## src/rtl/core/nct_pkg.sv

```systemverilog
// ----------------------------------------------------------------------------
// nct_pkg
// Shared types and constants for the counter text converter: input style
// codes, character codes, limits and the command passed from front to back.
// ----------------------------------------------------------------------------
package nct_pkg;

  // Input style codes
  localparam logic [2:0] STYLE_DEC      = 3'd0;
  localparam logic [2:0] STYLE_ROM_UP   = 3'd1;
  localparam logic [2:0] STYLE_ROM_LO   = 3'd2;
  localparam logic [2:0] STYLE_LET_UP   = 3'd3;
  localparam logic [2:0] STYLE_LET_LO   = 3'd4;

  // Character codes
  localparam logic [6:0] CH_NUL         = 7'h00;
  localparam logic [6:0] CH_MINUS       = 7'h2D;
  localparam logic [6:0] CH_QMARK       = 7'h3F;
  localparam logic [6:0] CH_ZERO        = 7'h30;
  localparam logic [6:0] LET_UP_BASE    = 7'd64;
  localparam logic [6:0] LET_LO_BASE    = 7'd96;
  localparam logic [6:0] CASE_OFFSET    = 7'd32;

  // Range limits
  localparam logic [31:0] DEC_LIMIT     = 32'd100000;
  localparam logic [31:0] ROM_LIMIT     = 32'd4000;
  localparam logic [31:0] LET_MAX       = 32'd26;

  // Decimal conversion: five BCD digits, two bits shifted in per step
  localparam int DEC_DIGITS = 5;
  localparam int MAG_W      = 32;
  localparam int CONV_STEPS = MAG_W / 2;

  // Command handed from front to back
  typedef struct packed {
    logic                       neg;
    logic [2:0]                 style;
    logic                       dec_big;
    logic                       rom_big;
    logic [6:0]                 let_code;
    logic [DEC_DIGITS-1:0][3:0] digits;
  } cmd_t;

  typedef enum logic [1:0] {
    F_IDLE,
    F_CONV,
    F_PUSH
  } front_state_t;

  typedef enum logic [2:0] {
    B_IDLE,
    B_SIGN,
    B_MARK,
    B_DEC,
    B_ROM,
    B_LET,
    B_TERM
  } back_state_t;

endpackage

```

## src/rtl/core/nct_front.sv

```systemverilog
// ----------------------------------------------------------------------------
// nct_front
// Accepts one input word, takes the magnitude, classifies it against the
// style limits and converts it to five BCD digits by shift-and-add-3.
// ----------------------------------------------------------------------------
module nct_front (
  input  logic          clk,
  input  logic          rst_n,
  input  logic          in_tvalid,
  output logic          in_tready,
  input  logic [39:0]   in_tdata,   // [31:0] value, [34:32] style
  output logic          push_valid,
  input  logic          push_ready,
  output nct_pkg::cmd_t push_cmd
);

  localparam int BCD_W = nct_pkg::DEC_DIGITS * 4;
  localparam int DD_W  = BCD_W + nct_pkg::MAG_W;

  nct_pkg::front_state_t state_r, state_nxt;

  logic [nct_pkg::MAG_W-1:0] sh_r;
  logic [BCD_W-1:0]          bcd_r;
  logic [3:0]                cnt_r;
  logic                      neg_r;
  logic [2:0]                style_r;
  logic                      dec_big_r;
  logic                      rom_big_r;
  logic [6:0]                let_r;

  logic [31:0] in_value;
  logic [2:0]  in_style;
  logic [31:0] mag;
  logic [6:0]  let_code;
  logic        accept;
  logic [DD_W-1:0] dd_two;

  // One shift-and-add-3 step over the BCD digits and the binary shifter
  function automatic logic [DD_W-1:0] dd_step(input logic [DD_W-1:0] x);
    logic [DD_W-1:0] y;
    y = x;
    for (int i = 0; i < nct_pkg::DEC_DIGITS; i++) begin
      if (y[nct_pkg::MAG_W + 4*i +: 4] >= 4'd5) begin
        y[nct_pkg::MAG_W + 4*i +: 4] = y[nct_pkg::MAG_W + 4*i +: 4] + 4'd3;
      end
    end
    return {y[DD_W-2:0], 1'b0};
  endfunction

  assign in_value = in_tdata[31:0];
  assign in_style = in_tdata[34:32];
  assign accept   = in_tvalid && in_tready;

  // Magnitude and letter code of the incoming word
  always_comb begin
    mag = in_value[31] ? (32'd0 - in_value) : in_value;
    if (mag > nct_pkg::LET_MAX) begin
      let_code = nct_pkg::CH_QMARK;
    end else if (in_style == nct_pkg::STYLE_LET_UP) begin
      let_code = mag[6:0] + nct_pkg::LET_UP_BASE;
    end else begin
      let_code = mag[6:0] + nct_pkg::LET_LO_BASE;
    end
  end

  assign dd_two = dd_step(dd_step({bcd_r, sh_r}));

  // Next state
  always_comb begin
    state_nxt = state_r;
    case (state_r)
      nct_pkg::F_IDLE: begin
        if (in_tvalid) state_nxt = nct_pkg::F_CONV;
      end
      nct_pkg::F_CONV: begin
        if (cnt_r == 4'(nct_pkg::CONV_STEPS - 1)) state_nxt = nct_pkg::F_PUSH;
      end
      nct_pkg::F_PUSH: begin
        if (push_ready) state_nxt = nct_pkg::F_IDLE;
      end
      default: state_nxt = nct_pkg::F_IDLE;
    endcase
  end

  // Outputs
  always_comb begin
    in_tready  = 1'b0;
    push_valid = 1'b0;
    case (state_r)
      nct_pkg::F_IDLE: in_tready  = 1'b1;
      nct_pkg::F_PUSH: push_valid = 1'b1;
      default: begin
        in_tready  = 1'b0;
        push_valid = 1'b0;
      end
    endcase
  end

  always_comb begin
    push_cmd          = '0;
    push_cmd.neg      = neg_r;
    push_cmd.style    = style_r;
    push_cmd.dec_big  = dec_big_r;
    push_cmd.rom_big  = rom_big_r;
    push_cmd.let_code = let_r;
    push_cmd.digits   = bcd_r;
  end

  always_ff @(posedge clk) begin
    if (!rst_n) begin
      state_r <= nct_pkg::F_IDLE;
    end else begin
      state_r <= state_nxt;
    end
  end

  // Load on accept, shift two bits per cycle while converting
  always_ff @(posedge clk) begin
    if (accept) begin
      sh_r      <= mag;
      bcd_r     <= '0;
      cnt_r     <= '0;
      neg_r     <= in_value[31];
      style_r   <= in_style;
      dec_big_r <= (mag >= nct_pkg::DEC_LIMIT);
      rom_big_r <= (mag >= nct_pkg::ROM_LIMIT);
      let_r     <= let_code;
    end else if (state_r == nct_pkg::F_CONV) begin
      {bcd_r, sh_r} <= dd_two;
      cnt_r         <= cnt_r + 4'd1;
    end
  end

endmodule

```

## src/rtl/core/nct_queue.sv

```systemverilog
// ----------------------------------------------------------------------------
// nct_queue
// Short command queue between front and back so each side stalls on its own.
// ----------------------------------------------------------------------------
module nct_queue #(
  parameter int DEPTH = 2
) (
  input  logic          clk,
  input  logic          rst_n,
  input  logic          push_valid,
  output logic          push_ready,
  input  nct_pkg::cmd_t push_cmd,
  output logic          pop_valid,
  input  logic          pop,
  output nct_pkg::cmd_t pop_cmd
);

  localparam int AW = (DEPTH > 1) ? $clog2(DEPTH) : 1;
  localparam int CW = $clog2(DEPTH + 1);

  nct_pkg::cmd_t    slot_r [DEPTH];
  logic [AW-1:0]    wr_ptr_r;
  logic [AW-1:0]    rd_ptr_r;
  logic [CW-1:0]    count_r;
  logic             do_push;
  logic             do_pop;

  assign push_ready = (count_r != CW'(DEPTH));
  assign pop_valid  = (count_r != '0);
  assign pop_cmd    = slot_r[rd_ptr_r];
  assign do_push    = push_valid && push_ready;
  assign do_pop     = pop && pop_valid;

  // Store incoming command
  always_ff @(posedge clk) begin
    if (do_push) slot_r[wr_ptr_r] <= push_cmd;
  end

  // Advance pointers and count
  always_ff @(posedge clk) begin
    if (!rst_n) begin
      wr_ptr_r <= '0;
      rd_ptr_r <= '0;
      count_r  <= '0;
    end else begin
      if (do_push) begin
        wr_ptr_r <= (wr_ptr_r == AW'(DEPTH - 1)) ? '0 : wr_ptr_r + AW'(1);
      end
      if (do_pop) begin
        rd_ptr_r <= (rd_ptr_r == AW'(DEPTH - 1)) ? '0 : rd_ptr_r + AW'(1);
      end
      if (do_push && !do_pop) begin
        count_r <= count_r + CW'(1);
      end else if (do_pop && !do_push) begin
        count_r <= count_r - CW'(1);
      end
    end
  end

endmodule

```

## src/rtl/core/nct_back.sv

```systemverilog
// ----------------------------------------------------------------------------
// nct_back
// Takes one command at a time and emits its characters, one per output word,
// followed by the terminator word.
// ----------------------------------------------------------------------------
module nct_back (
  input  logic          clk,
  input  logic          rst_n,
  input  logic          q_valid,
  input  nct_pkg::cmd_t q_cmd,
  output logic          q_pop,
  output logic          out_tvalid,
  input  logic          out_tready,
  output logic [15:0]   out_tdata,  // [6:0] char_code, [11:7] position
  output logic          out_tlast   // is_last
);

  localparam logic [1:0] KIND_ONE  = 2'd0;
  localparam logic [1:0] KIND_FIVE = 2'd1;
  localparam logic [1:0] KIND_TEN  = 2'd2;

  nct_pkg::back_state_t state_r, state_nxt;
  nct_pkg::cmd_t        cmd_r, cmd_nxt, sel;
  logic [2:0]           dig_r, dig_nxt;
  logic [1:0]           sub_r, sub_nxt;
  logic [4:0]           pos_r, pos_nxt;

  logic                 out_tvalid_r;
  logic [15:0]          out_tdata_r;
  logic                 out_tlast_r;

  logic                 emit_ok;
  logic                 emit;
  logic [6:0]           ch;
  logic                 last;

  logic [2:0]           dec_top;
  logic [2:0]           rom_top;
  logic                 rom_any;
  logic [2:0]           rom_low;
  logic                 low_any;
  nct_pkg::back_state_t entry_state;
  logic [2:0]           entry_dig;
  logic [3:0]           cur_d;
  logic [6:0]           rom_ch;

  // Length of the Roman pattern for one decimal digit
  function automatic logic [2:0] rom_len(input logic [3:0] d);
    logic [2:0] r;
    case (d)
      4'd1, 4'd5:       r = 3'd1;
      4'd2, 4'd4, 4'd6, 4'd9: r = 3'd2;
      4'd3, 4'd7:       r = 3'd3;
      4'd8:             r = 3'd4;
      default:          r = 3'd0;
    endcase
    return r;
  endfunction

  // Symbol kind at place k of the pattern for digit d
  function automatic logic [1:0] rom_kind(input logic [3:0] d, input logic [1:0] k);
    logic [1:0] r;
    case (d)
      4'd4:                   r = (k == 2'd0) ? KIND_ONE : KIND_FIVE;
      4'd5, 4'd6, 4'd7, 4'd8: r = (k == 2'd0) ? KIND_FIVE : KIND_ONE;
      4'd9:                   r = (k == 2'd0) ? KIND_ONE : KIND_TEN;
      default:                r = KIND_ONE;
    endcase
    return r;
  endfunction

  // Upper-case letter for a decade and symbol kind
  function automatic logic [6:0] rom_letter(input logic [1:0] idx, input logic [1:0] kind);
    logic [6:0] r;
    case (idx)
      2'd3: r = 7'("M");
      2'd2: r = (kind == KIND_FIVE) ? 7'("D") : (kind == KIND_TEN) ? 7'("M") : 7'("C");
      2'd1: r = (kind == KIND_FIVE) ? 7'("L") : (kind == KIND_TEN) ? 7'("C") : 7'("X");
      default: r = (kind == KIND_FIVE) ? 7'("V") : (kind == KIND_TEN) ? 7'("X") : 7'("I");
    endcase
    return r;
  endfunction

  assign emit_ok = !out_tvalid_r || out_tready;
  assign sel     = (state_r == nct_pkg::B_IDLE) ? q_cmd : cmd_r;
  assign cur_d   = cmd_r.digits[dig_r];

  // Find leading digit positions and the next Roman decade to emit
  always_comb begin
    dec_top = '0;
    rom_top = '0;
    rom_any = 1'b0;
    rom_low = '0;
    low_any = 1'b0;
    for (int i = 0; i < nct_pkg::DEC_DIGITS; i++) begin
      if (sel.digits[i] != 4'd0) dec_top = 3'(i);
    end
    for (int i = 0; i < 4; i++) begin
      if (sel.digits[i] != 4'd0) begin
        rom_top = 3'(i);
        rom_any = 1'b1;
      end
      if ((3'(i) < dig_r) && (sel.digits[i] != 4'd0)) begin
        rom_low = 3'(i);
        low_any = 1'b1;
      end
    end
  end

  // First state after the sign
  always_comb begin
    entry_state = nct_pkg::B_TERM;
    entry_dig   = rom_top;
    case (sel.style)
      nct_pkg::STYLE_DEC: begin
        entry_state = sel.dec_big ? nct_pkg::B_MARK : nct_pkg::B_DEC;
        entry_dig   = dec_top;
      end
      nct_pkg::STYLE_ROM_UP, nct_pkg::STYLE_ROM_LO: begin
        if (sel.rom_big) entry_state = nct_pkg::B_MARK;
        else if (rom_any) entry_state = nct_pkg::B_ROM;
        else entry_state = nct_pkg::B_TERM;
      end
      nct_pkg::STYLE_LET_UP, nct_pkg::STYLE_LET_LO: entry_state = nct_pkg::B_LET;
      default: entry_state = nct_pkg::B_TERM;
    endcase
  end

  // Next state
  always_comb begin
    state_nxt = state_r;
    cmd_nxt   = cmd_r;
    dig_nxt   = dig_r;
    sub_nxt   = sub_r;
    pos_nxt   = pos_r;
    if (state_r == nct_pkg::B_IDLE) begin
      if (q_valid) begin
        cmd_nxt   = q_cmd;
        pos_nxt   = '0;
        sub_nxt   = '0;
        dig_nxt   = entry_dig;
        state_nxt = q_cmd.neg ? nct_pkg::B_SIGN : entry_state;
      end
    end else if (emit_ok) begin
      pos_nxt = pos_r + 5'd1;
      case (state_r)
        nct_pkg::B_SIGN: begin
          state_nxt = entry_state;
          dig_nxt   = entry_dig;
        end
        nct_pkg::B_MARK: begin
          if (cmd_r.style == nct_pkg::STYLE_DEC) begin
            state_nxt = nct_pkg::B_DEC;
            dig_nxt   = dec_top;
          end else begin
            state_nxt = nct_pkg::B_TERM;
          end
        end
        nct_pkg::B_DEC: begin
          if (dig_r == 3'd0) state_nxt = nct_pkg::B_TERM;
          else dig_nxt = dig_r - 3'd1;
        end
        nct_pkg::B_ROM: begin
          if (({1'b0, sub_r} + 3'd1) == rom_len(cur_d)) begin
            sub_nxt = '0;
            if (low_any) dig_nxt = rom_low;
            else state_nxt = nct_pkg::B_TERM;
          end else begin
            sub_nxt = sub_r + 2'd1;
          end
        end
        nct_pkg::B_LET:  state_nxt = nct_pkg::B_TERM;
        nct_pkg::B_TERM: state_nxt = nct_pkg::B_IDLE;
        default:         state_nxt = nct_pkg::B_IDLE;
      endcase
    end
  end

  assign rom_ch = rom_letter(dig_r[1:0], rom_kind(cur_d, sub_r))
                + ((cmd_r.style == nct_pkg::STYLE_ROM_LO) ? nct_pkg::CASE_OFFSET : 7'd0);

  // Outputs
  always_comb begin
    q_pop = 1'b0;
    emit  = 1'b0;
    ch    = nct_pkg::CH_NUL;
    last  = 1'b0;
    case (state_r)
      nct_pkg::B_IDLE: q_pop = q_valid;
      nct_pkg::B_SIGN: begin
        emit = emit_ok;
        ch   = nct_pkg::CH_MINUS;
      end
      nct_pkg::B_MARK: begin
        emit = emit_ok;
        ch   = nct_pkg::CH_QMARK;
      end
      nct_pkg::B_DEC: begin
        emit = emit_ok;
        ch   = nct_pkg::CH_ZERO + {3'd0, cur_d};
      end
      nct_pkg::B_ROM: begin
        emit = emit_ok;
        ch   = rom_ch;
      end
      nct_pkg::B_LET: begin
        emit = emit_ok;
        ch   = cmd_r.let_code;
      end
      nct_pkg::B_TERM: begin
        emit = emit_ok;
        ch   = nct_pkg::CH_NUL;
        last = 1'b1;
      end
      default: begin
        q_pop = 1'b0;
        emit  = 1'b0;
      end
    endcase
  end

  always_ff @(posedge clk) begin
    if (!rst_n) begin
      state_r <= nct_pkg::B_IDLE;
    end else begin
      state_r <= state_nxt;
    end
  end

  always_ff @(posedge clk) begin
    cmd_r <= cmd_nxt;
    dig_r <= dig_nxt;
    sub_r <= sub_nxt;
    pos_r <= pos_nxt;
  end

  // Output register: hold until taken, load on emit
  always_ff @(posedge clk) begin
    if (!rst_n) begin
      out_tvalid_r <= 1'b0;
    end else if (emit) begin
      out_tvalid_r <= 1'b1;
    end else if (out_tready) begin
      out_tvalid_r <= 1'b0;
    end
  end

  always_ff @(posedge clk) begin
    if (emit) begin
      out_tdata_r <= {4'd0, pos_r, ch};
      out_tlast_r <= last;
    end
  end

  assign out_tvalid = out_tvalid_r;
  assign out_tdata  = out_tdata_r;
  assign out_tlast  = out_tlast_r;

endmodule

```

## src/rtl/core/number_to_counter_text.sv

```systemverilog
// ----------------------------------------------------------------------------
// number_to_counter_text
// Renders a signed 32-bit value as counter text (decimal, Roman, letter) and
// streams it one ASCII character per output word, ending with a NUL word.
// ----------------------------------------------------------------------------
// The front takes one input word at a time: it accepts the word, runs the
// shift-and-add-3 loop that turns the magnitude into five BCD digits (two
// bits per cycle), and hands the command to the queue before it accepts the
// next word. The back emits one character per cycle while the output side
// keeps up, up to 17 words per input (16 characters plus the terminator),
// and takes the next command from the queue when it returns to idle. The
// command queue lets the front convert the next value while the back is still
// emitting.
// ----------------------------------------------------------------------------
module number_to_counter_text #(
  parameter int QUEUE_DEPTH = 2
) (
  input  logic        clk,
  input  logic        rst_n,
  input  logic        in_tvalid,
  output logic        in_tready,
  input  logic [39:0] in_tdata,   // [31:0] value, [34:32] style
  output logic        out_tvalid,
  input  logic        out_tready,
  output logic [15:0] out_tdata,  // [6:0] char_code, [11:7] position
  output logic        out_tlast   // is_last
);

  logic          push_valid;
  logic          push_ready;
  nct_pkg::cmd_t push_cmd;
  logic          pop_valid;
  logic          pop;
  nct_pkg::cmd_t pop_cmd;

  nct_front u_front (
    .clk        (clk),
    .rst_n      (rst_n),
    .in_tvalid  (in_tvalid),
    .in_tready  (in_tready),
    .in_tdata   (in_tdata),
    .push_valid (push_valid),
    .push_ready (push_ready),
    .push_cmd   (push_cmd)
  );

  nct_queue #(
    .DEPTH (QUEUE_DEPTH)
  ) u_queue (
    .clk        (clk),
    .rst_n      (rst_n),
    .push_valid (push_valid),
    .push_ready (push_ready),
    .push_cmd   (push_cmd),
    .pop_valid  (pop_valid),
    .pop        (pop),
    .pop_cmd    (pop_cmd)
  );

  nct_back u_back (
    .clk        (clk),
    .rst_n      (rst_n),
    .q_valid    (pop_valid),
    .q_cmd      (pop_cmd),
    .q_pop      (pop),
    .out_tvalid (out_tvalid),
    .out_tready (out_tready),
    .out_tdata  (out_tdata),
    .out_tlast  (out_tlast)
  );

  // Front goes busy right after taking a word
  assert property (@(posedge clk) disable iff (!rst_n)
    (in_tvalid && in_tready) |=> !in_tready)
    else $error("front accepted back-to-back words");

  // Only the terminator carries a NUL character
  assert property (@(posedge clk) disable iff (!rst_n)
    out_tvalid |-> (out_tlast == (out_tdata[6:0] == nct_pkg::CH_NUL)))
    else $error("terminator flag and NUL character disagree");

  // Text never runs past sixteen characters
  assert property (@(posedge clk) disable iff (!rst_n)
    (out_tvalid && !out_tlast) |-> (out_tdata[11:7] < 5'd16))
    else $error("character position out of range");

endmodule

```

## config.mk

```make
export PLATFORM = sky130hd
export DESIGN_NAME = number_to_counter_text
export DESIGN_NICKNAME = d
export VERILOG_FILES = /design/src/rtl/core/nct_pkg.sv /design/src/rtl/core/nct_front.sv /design/src/rtl/core/nct_queue.sv /design/src/rtl/core/nct_back.sv /design/src/rtl/core/number_to_counter_text.sv
export SDC_FILE = /design/constraint.sdc
export NUM_CORES = 1
export LEC_CHECK = 0
export BUFFER_PORTS_ARGS = -buffer_cell sky130_fd_sc_hd__clkbuf_2
export CORE_UTILIZATION = 45
export CTS_CLUSTER_DIAMETER = 60
export DETAILED_ROUTE_END_ITERATION = 10
export HOLD_SLACK_MARGIN = 0.02
export SETUP_SLACK_MARGIN = 0.2
export SLEW_MARGIN = 20
export SYNTH_ARGS = -nofsm -noshare
export SYNTH_HDL_FRONTEND = slang
export SYNTH_SLANG_ARGS = --single-unit
```

## constraint.sdc

```tcl
create_clock -name clk -period 3.7 [get_ports clk]
set_clock_uncertainty 0.2 [all_clocks]
set_input_delay 0.185 -clock clk [delete_from_list [all_inputs] [get_ports clk]]
set_output_delay 0.185 -clock clk [all_outputs]
set_load 0.01 [all_outputs]
```

### Word-level counts from Yosys, hierarchy flattened

Memory sizes are Yosys's and may differ from the RTL's. A register that Yosys moved wholly into a read port is not among the register bits.
Cells that the tools add are included.

* memories kept: 2
* bits in registers: 134
* RAM bits: 66
* output and inout bits: 19
* bits in read-only memories: 48

* order comparisons: 18
* reduce and logical (&&, ||, !) cells: 41
* equality and inequality tests: 38
* add/sub/neg operators: 24
* mux-type cells: 97

Memory list
* u_queue.slot_r: depth 2, bits a word 33, read ports 1, clocked after Yosys merged registers in 1, write ports 1, line nct_queue.sv:21 `nct_pkg::cmd_t slot_r [DEPTH];`
* (no name shown): depth 16, bits a word 3, read ports 1, clocked after Yosys merged registers in 0, write ports 0, line nct_back.sv:50 `case (d)`

Operator list (count)
* $mux 32: 4
* $mux 3: 23
* $ge 4x3->1 const B: 10
* $mux 4: 10
* $pmux 7 s5: 1
* $add 4x2->4 const B: 8
* $ge 32x12->1 const B: 1
* $ge 32x17->1 const B: 1
* $gt 32x5->1 const B: 1
* $mux 2: 16
* $sub 1x32->32 const A: 1
* $mux 7: 4
* $mux 1: 26
* $mux 5: 5
* $pmux 7 s3: 1
* $reduce_bool 4->1: 5
* $eq 3x2->1 const B: 6
* $eq 4x3->1 const B: 4
* $pmux 3 s5: 1
* $add 7x7->7 const B: 2
* $bmux 4 s3: 1
* $eq 3x3->1 const B: 4
* $eq 4x4->1 const B: 3
* $logic_not 3->1: 4
* 39 further kinds: 76

### Depth between registers and ports, before layout

Gate-level depths: netlist of run 1.

* word-level depth: 13
* depth in mapped cells: 14
* mapped depth without buffers: 13

### Hierarchy

Synthesis of run 1 repeated with hierarchy kept, for this count alone.

* cell total of the unflattened synthesis: 986
* area total of the unflattened synthesis: 10860.4 um2

By module, submodules not included
* nct_front: sequential area each 1871.8 um2, cells an instance 542, times used 1, area an instance 4830.9 um2
* nct_back: sequential area each 1731.7 um2, cells an instance 317, times used 1, area an instance 3413.3 um2
* nct_queue: sequential area each 2082.0 um2, cells an instance 127, times used 1, area an instance 2616.3 um2

### Worst setup path before layout of run 1

No wires, ideal clock.

* path kind: flip-flop to flip-flop
* start: register u_back.dig_r[0]
* end: register u_back.out_tdata_r[1], in the netlist u_back.out_tdata[1], data pin
* path buffers: 1
* path slack: 0.269 ns
* arrival time: 2.969 ns
* stages on the path, launching flop included: 14
* path through: edfxtp_1 > clkbuf_1 > mux2_2 > a2bb2oi_1 > and2_0 > nand2_1 > and3_1 > o21ai_0 > nor2b_1 > ha_1 > a221oi_1 > o31ai_1 > a21oi_1 > o21ai_0

* longest elaborated chain between the ends: 11
* elaborated cells between the ends (all ways): 25
* those cells by class: add/sub (2); eq/ne (11); mux (11); reduce/logical (1)

Ends and longest elaborated chain
* start: declaration: line nct_back.sv:24 `logic [2:0] dig_r, dig_nxt;`
* start signal: assignment: line nct_back.sv:232 `dig_r <= dig_nxt;`
* $bmux 4 s3: line nct_back.sv:86 `assign cur_d = cmd_r.digits[dig_r];`
* $mux 4 (implied by the code): line nct_back.sv:86
* $eq 4x3->1 or $eq 4x4->1 (tied branches): line nct_back.sv:63 `case (d)`
* $reduce_or 4->1: line nct_back.sv:63
* $pmux 2 s3: line nct_back.sv:63
* $eq 2x2->1: line nct_back.sv:77, nct_back.sv:78, nct_back.sv:79
* $mux 5, or another cell as far along: line nct_back.sv:79 `default: r = (kind == KIND_FIVE) ? 7'("V") : (kind == KIND_TEN) ? 7'("X") : 7'("I");`
* $mux 7 (on tied branches): line nct_back.sv:79, nct_back.sv:77, nct_back.sv:78
* $pmux 7 s3: line nct_back.sv:75 `case (idx)`
* $add 7x7->7: line nct_back.sv:180 `+ ((cmd_r.style == nct_pkg::STYLE_ROM_LO) ? nct_pkg::CASE_OFFSET : 7'd0);`
* $pmux 7 s5 (*): line nct_back.sv:188 `case (state_r)`
* via u_back.ch[1]: line nct_back.sv:34 `logic [6:0] ch;`
* end signal: assignment: line nct_back.sv:250 `out_tdata_r <= {4'd0, pos_r, ch};`
* end: declaration: line nct_back.sv:29 `logic [15:0] out_tdata_r;`

Mark *: on every way through the listed nets, which the timed path passes. The rest lies on a longest branch. The select of a mux whose other input is x is not followed.
A chain may end at the register's enable or synchronous reset.

### Worst setup path in the final report of run 1

* start: input in_tdata[0]
* end: register u_front.let_r[1], data pin

* longest elaborated chain between the ends: 4
* elaborated cells between the ends (all ways): 6
* those cells by class: add/sub (3); order compare (1); mux (2)

Ends and longest elaborated chain
* start: declaration: line number_to_counter_text.sv:22 `input logic [39:0] in_tdata,`
* $sub 1x32->32: line nct_front.sv:56 `mag = in_value[31] ? (32'd0 - in_value) : in_value;`
* $mux 32 (*): line nct_front.sv:56
* branches (longest 2 deep; another with $gt 32x5->1)
* end signal: assignment: line nct_front.sv:127 `let_r <= let_code;`
* end: declaration: line nct_front.sv:29 `logic [6:0] let_r;`

Every way passes the cells marked *.

==> results.sh, run 1 <==
export IMPL_cts_sinks=201
export IMPL_layout_cells_non_filler=1441
export IMPL_post_synth_cell_area_avg_um2=10.8
export IMPL_place_port_buffers=53
export IMPL_endpoint_kind="flip-flop"
export IMPL_post_drt_wl_per_cell_um=14.8
export IMPL_remaining_drc_errors=0
export IMPL_row_count=56
export IMPL_worst_slew_pin_transition_ps=804
export IMPL_regToRegSetupSlack_ps=390
export IMPL_finalMaxSlewViolations=0
export IMPL_report_final_hold_viol_count=0
export IMPL_dp_hpwl_um=15300
export IMPL_ys_seq_elements=201
export IMPL_grt_busiest_layer="met2"
export IMPL_min_path_cells=3
export IMPL_max_transition_margin_pct=46.1
export IMPL_die_width_um=158
export IMPL_outcome="complete, no violations"
export IMPL_final_worst_slack_ps=381
export IMPL_final_min_period_ps=3320
export IMPL_detailedRoute_firstIterationViolations=433
export IMPL_grt_first_pass_wirelength_um=35300
export IMPL_synth_cell_area_um2=11000
export IMPL_yosys_most_used_dff="edfxtp_1"
export IMPL_synth_async_reset_ratio_pct=0
export IMPL_synth_top_cells_by_area="edfxtp_1, dfxtp_1, ha_1"
export IMPL_synth_largest_area_cell="edfxtp_1"
export IMPL_core_area_um2=23700
export IMPL_drt_pre_antenna_iters=4
export IMPL_r2r_worst_path_cells=11
export IMPL_place_gp_congestion=0.905
export IMPL_cts_root_buffer_cell="clkbuf_16"
export IMPL_final_setup_viol_count=0
export IMPL_die_height_um=158
export IMPL_synth_common_cells="edfxtp_1, nand2_1, o21ai_0"
export IMPL_drt_total_wl_um=21300
export IMPL_max_vdd_ir_drop_uv=334
export IMPL_power_frac_clock_pct=23.8
export IMPL_critPathCapture="u_front.let_r[1]$_SDFFCE_PN1P_"
export IMPL_placedCellCount=1367
export IMPL_area_enclosed_by_the_die_boundary_um2=25000
export IMPL_min_period_over_period_pct=89.7
export IMPL_layout_area_overhead_vs_synth_pct=15.6
export IMPL_drive_gt1_share_pct=16.5
export IMPL_global_route_usage_met1_pct=23.5
export IMPL_initial_utilization_pct=46.2
export IMPL_ys_warnings_count=0
export IMPL_synth_yosys_seq_area_share_pct=51.9
export IMPL_critPathMaxFanout=7
export IMPL_yosysTopAreaCellShare_pct=45.5
export IMPL_switching_share_pct=34.4
export IMPL_cts_buffers=22
export IMPL_power_frac_seq_pct=39.6
export IMPL_design_portCount=63
export IMPL_design_final_nets=1187
export IMPL_syn_instance_count=1015
export IMPL_power_combinational_fraction_pct=36.7
export IMPL_total_routing_usage_gr_pct=17.6
export IMPL_worst_setup_path_type="in2reg"
export IMPL_startpoint_type="input pin"
export IMPL_fmax_ghz=0.301
export IMPL_clkLatencyLatePin_ps=490
export IMPL_ctsHtreeMaxLevel=1
export IMPL_r2r_end="u_back.out_tdata[0]$_DFFE_PP_"
export IMPL_post_drt_via_cell_ratio=5.35
export IMPL_clkSlewWorstSetupHoldPaths_ps=60
export IMPL_regToRegStartpoint="u_back.dig_r[0]$_DFFE_PP_"
export IMPL_timing_max_cap_violations=0
export IMPL_synth_edf_count=166
export IMPL_netlist_cell_type_count=78
export IMPL_grt_pass1_vias=7177
export IMPL_power_static_leakage_nw=4.63
export IMPL_worst_ep_required_time_ps=3710
export IMPL_globalRouteMet2Util_pct=30.1
export IMPL_worst_setup_path_startpoint="in_tdata[0]"
export IMPL_tritoncts="yes"
export IMPL_final_fill_count=2106
export IMPL_synthMostInstantiatedCell="edfxtp_1"
export IMPL_place_worst_setup_slack_ps=304
export IMPL_route_vias_total=7714
export IMPL_cp_data_arrival_time_ps=3330
export IMPL_route_antenna_remaining_nets=0
export IMPL_number_of_antenna_violations_at_the_first_check_in_global_routing=0
export IMPL_antenna_cells_inserted=0
export IMPL_grt_remaining_overflow=0
export IMPL_grt_setup_unrepaired="true"
export IMPL_min_path_type="in2reg"
export IMPL_switching_power_mw=2.98
export IMPL_cts_root_to_sink_buffers=3
export IMPL_largest_net_degree_at_the_start_of_global_routing=56
export IMPL_internal_power_mw=5.66
export IMPL_grt_met3_usage_pct=2.19
export IMPL_final_setup_tns_ps=0
export IMPL_power_per_cell_area_nw_per_um2=683
cells in the final DEF (no fill, tap or decap), drive strengths merged, types with 29 or more instances in the layout:
master and instances:
buf 34, a21oi 43, ha 37, nand3 45
nand2 88, clkbuf 83, inv 46, edfxtp 166
o21ai 86, dfxtp 35, xor2 29, dlygate4sd3 30
mux2 41, nor2 53
worst max-delay path: stages:
cell and delay [ps]:
dlygate4sd3_1 530, clkbuf_2 130, inv_2 100, ha_1 180
or3b_2 470, o31ai_1 250, xor2_1 290, ha_1 180
nor2b_1 120, nand3_1 80, o32a_2 330, nor4_1 170
buf_4 190, nand3_1 110
layout make-up:
| class | count | area [um2] | area share (%) |
|---|---|---|---|
| sequential | 201 | 5690 | 44.9 |
| clock inverter | 10 | 86.3 | 0.682 |
| clock buffer | 30 | 602 | 4.76 |
| multi-input combinational | 718 | 4840 | 38.2 |
| timing repair buffer | 117 | 871 | 6.88 |
| inverter | 46 | 173 | 1.36 |
| tap | 319 | 399 | 3.15 |
how the worst min path moves through the flow:
stage                  from  slack [ps]                              to
6_report       in_tdata[25]          30      u_front.sh_r[25]$_DFFE_PP_
5_1_grt         in_tdata[1]          70  u_front.let_r[1]$_SDFFCE_PN1P_
4_1_cts         in_tdata[4]          20  u_front.let_r[4]$_SDFFCE_PN1P_
3_5_place_dp   in_tdata[34]         180    u_front.style_r[2]$_DFFE_PP_
3_3_place_gp   in_tdata[34]         180    u_front.style_r[2]$_DFFE_PP_
2_1_floorplan  in_tdata[31]          80         u_front.neg_r$_DFFE_PP_
power groups by stage:
stage               Clock [mW]  Sequential (mW)  Combinational [mW]
detailed placement           0             3.47                3.12
CTS                       2.11             3.43                3.17
global placement             0             3.46                3.09
floorplan                    0             3.36                2.37
finish                    2.06             3.42                3.17
global route              2.19             3.49                3.60
cell families after synthesis:
kind of cell | count (synthesis) | synth area share, %
buffers and inverters | 99 | 4.14
xor gates and xnor gates | 51 | 4.08
AOI/OAI and AO/OA | 234 | 13.5
other | 1 | 0.0342
muxes | 60 | 6.07
and+or+nand+nor | 332 | 16.0
adders and majority gates | 37 | 4.23
DFF | 201 | 51.9
per-layer routing:
metal,vias up,part of all wire [%]
li1,3963,-
met1,3589,47
met2,141,48
met3,21,3.6
met4,0,1.3
met5,-,0
metrics by stage:
stage          total power [mW]  instance area [um2]  util [%]  hold slack [ps]
5_1_grt                    9.28                12700      53.4             72.6
3_3_place_gp               6.55                11600      49.1              177
4_1_cts                    8.70                12600      53.3             22.4
3_5_place_dp               6.59                11600      49.1              179
6_report                   8.64                12700      53.4             28.3
2_1_floorplan              5.73                11000         -             83.9
registers in the layout, summed over array words and instances (netlist names), 3 cells and up, named ones only:
register and cells:
u_back.cmd_r 32, u_back.dig_r 3, u_front.bcd_r 20, u_front.style_r 3, u_front.cnt_r 4, u_queue.slot_r 66
u_back.state_r 3, u_back.out_tdata 12, u_front.let_r 7, u_front.sh_r 32, u_back.pos_r 5
what timing repair did:
action,4_1_cts,5_1_grt
setup endpoints to repair,0,12
gates resized for setup,0,4
setup buffers,0,4
hold endpoints to repair,43,0
hold buffers,30,0
No activity file was read; power rests on OpenSTA's default activity.
==> run 2: changes to the inputs <==
Settings changed: CTS_BUF_LIST from default to sky130_fd_sc_hd__clkbuf_16, SLEW_MARGIN 20 to 40.
==> results.sh, run 2 (synthesized netlist as in run 1, its figures left out) <==
export IMPL_outcome="complete, no violations"
export IMPL_cts_buffers=22
export IMPL_critPathMaxStageDelay_ps=530
export IMPL_power_frac_clock_pct=23.6
export IMPL_design_final_nets=1187
export IMPL_drt_pre_antenna_iters=5
export IMPL_grt_setup_unrepaired="true"
export IMPL_tritoncts="yes"
export IMPL_timing_critical_path_max_delay_family="buffers and inverters"
export IMPL_max_transition_margin_pct=46.6
export IMPL_finalMaxSlewViolations=0
export IMPL_clkSlewWorstSetupHoldPaths_ps=60
export IMPL_area_enclosed_by_the_die_boundary_um2=25000
export IMPL_largest_register_ffs=66
export IMPL_post_drt_wl_per_cell_um=14.8
export IMPL_final_worst_slack_ps=378
export IMPL_layout_area_overhead_vs_synth_pct=15.6
export IMPL_grt_first_pass_wirelength_um=35300
export IMPL_largest_net_degree_at_the_start_of_global_routing=56
export IMPL_core_area_um2=23700
export IMPL_total_routing_usage_gr_pct=17.6
export IMPL_timing_max_cap_violations=0
export IMPL_power_combinational_fraction_pct=36.7
export IMPL_power_static_leakage_nw=4.66
export IMPL_post_dp_cell_area_um2=11600
export IMPL_initial_utilization_pct=46.2
export IMPL_cts_root_to_sink_buffers=3
export IMPL_mostFrequentLayoutCell="edfxtp_1"
export IMPL_final_setup_tns_ps=0
export IMPL_grt_met3_usage_pct=2.19
export IMPL_min_period_over_period_pct=89.8
export IMPL_power_mw=8.62
export IMPL_grt_busiest_layer="met2"
export IMPL_dp_hpwl_um=15300
export IMPL_clkLatencyLatePin_ps=490
export IMPL_placedCellCount=1367
export IMPL_place_port_buffers=53
export IMPL_antenna_cells_inserted=0
export IMPL_grt_remaining_overflow=0
export IMPL_grt_pass1_vias=7177
export IMPL_layout_cells_non_filler=1441
export IMPL_worst_ep_required_time_ps=3710
export IMPL_design_portCount=63
export IMPL_drt_total_wl_um=21300
export IMPL_final_min_period_ps=3320
export IMPL_endpoint_kind="flip-flop"
export IMPL_r2r_worst_path_cells=11
export IMPL_route_antenna_remaining_nets=0
export IMPL_cp_num_cells=14
export IMPL_global_route_usage_met1_pct=23.5
export IMPL_row_count=56
export IMPL_drive_gt1_share_pct=16.5
export IMPL_critical_path_buf_inv_count=4
export IMPL_die_width_um=158
export IMPL_cp_cell_sequence="dlygate4sd3_1, clkbuf_2, inv_2, ha_1, or3b_2, o31ai_1, xor2_1, ha_1, nor2b_1, nand3_1, o32a_2, nor4_1, buf_4, nand3_1"
export IMPL_die_height_um=158
export IMPL_place_worst_setup_slack_ps=304
export IMPL_worst_slew_pin_transition_ps=798
export IMPL_final_setup_viol_count=0
export IMPL_cts_root_buffer_cell="clkbuf_16"
export IMPL_stdcell_area_um2=12700
export IMPL_power_frac_seq_pct=39.7
export IMPL_cp_data_arrival_time_ps=3330
export IMPL_utilization_pct=53.4
export IMPL_biggestRegsByFlops="u_queue.slot_r (66), u_back.cmd_r (32), u_front.sh_r (32)"
export IMPL_hold_worst_slack_ps=35.1
export IMPL_internal_power_mw=5.65
export IMPL_post_drt_via_cell_ratio=5.36
export IMPL_globalRouteMet2Util_pct=30.1
export IMPL_cts_sinks=201
export IMPL_detailedRoute_firstIterationViolations=387
export IMPL_min_path_type="in2reg"
export IMPL_remaining_drc_errors=0
export IMPL_max_vdd_ir_drop_uv=334
export IMPL_startpoint_type="input pin"
export IMPL_layout_common_cells="edfxtp_1, nand2_1, o21ai_0"
export IMPL_place_gp_congestion=0.905
export IMPL_fmax_ghz=0.301
export IMPL_worst_path_max_delay_cell="dlygate4sd3_1"
export IMPL_switching_power_mw=2.97
export IMPL_number_of_antenna_violations_at_the_first_check_in_global_routing=0
export IMPL_final_fill_count=2106
export IMPL_min_path_cells=3
export IMPL_worst_setup_path_type="in2reg"
export IMPL_critPathMaxFanout=7
export IMPL_route_vias_total=7720
export IMPL_registers_top_by_ff_count="u_queue.slot_r"
export IMPL_switching_share_pct=34.5
export IMPL_power_per_cell_area_nw_per_um2=681
export IMPL_ctsHtreeMaxLevel=1
export IMPL_report_final_hold_viol_count=0
[run 2: repair_timing]
| item | 4_1_cts | 5_1_grt |
|---|---|---|
| setup endpoints to repair | 0 | 12 |
| hold endpoints to repair | 43 | 0 |
| hold buffers | 30 | 0 |
| buffers inserted | 0 | 4 |
| gates resized for setup | 0 | 4 |
[run 2: routing by layer]
metal	share of wire (%)	wire, um	vias to the layer above
li1	-	-	3962
met1	48	10100	3612
met2	48	10200	126
met3	3.1	659	20
met4	1.3	275	0
met5	0	0	-
[run 2: worst paths after layout]
path,startpoint,to,slack [ps]
setup / recovery,in_tdata[0],u_front.let_r[1]$_SDFFCE_PN1P_,380
hold / removal,in_tdata[25],u_front.sh_r[25]$_DFFE_PP_,40
setup reg to reg,u_back.dig_r[0]$_DFFE_PP_,u_back.out_tdata[0]$_DFFE_PP_,380
hold reg to reg,u_front.dec_big_r$_DFFE_PP_,u_queue.slot_r[0][28]$_DFFE_PP_,250
[run 2: cell type report]
cell class	count	area, um2	share of cell area (%)
Multi-Input combinational cell	718	4840	38.2
Timing Repair Buffer	117	871	6.88
Tap cell	319	399	3.15
Clock buffer	23	576	4.55
Clock inverter	17	113	0.890
Inverter	46	173	1.36
Sequential cell	201	5690	44.9
[run 2: tightest hold or removal path, cell delays in order]
cell and delay (ps):
clkbuf_2 140, xor2_1 80, o21ai_0 190
[run 2: power groups by stage]
stage / Clock [mW] / Combinational, mW / Sequential, mW
final: 2.04 / 3.16 / 3.42
after global routing: 2.17 / 3.60 / 3.49
after CTS: 2.09 / 3.17 / 3.43
after detailed placement: 0 / 3.12 / 3.47
after global placement: 0 / 3.09 / 3.46
after floorplan: 0 / 2.37 / 3.36
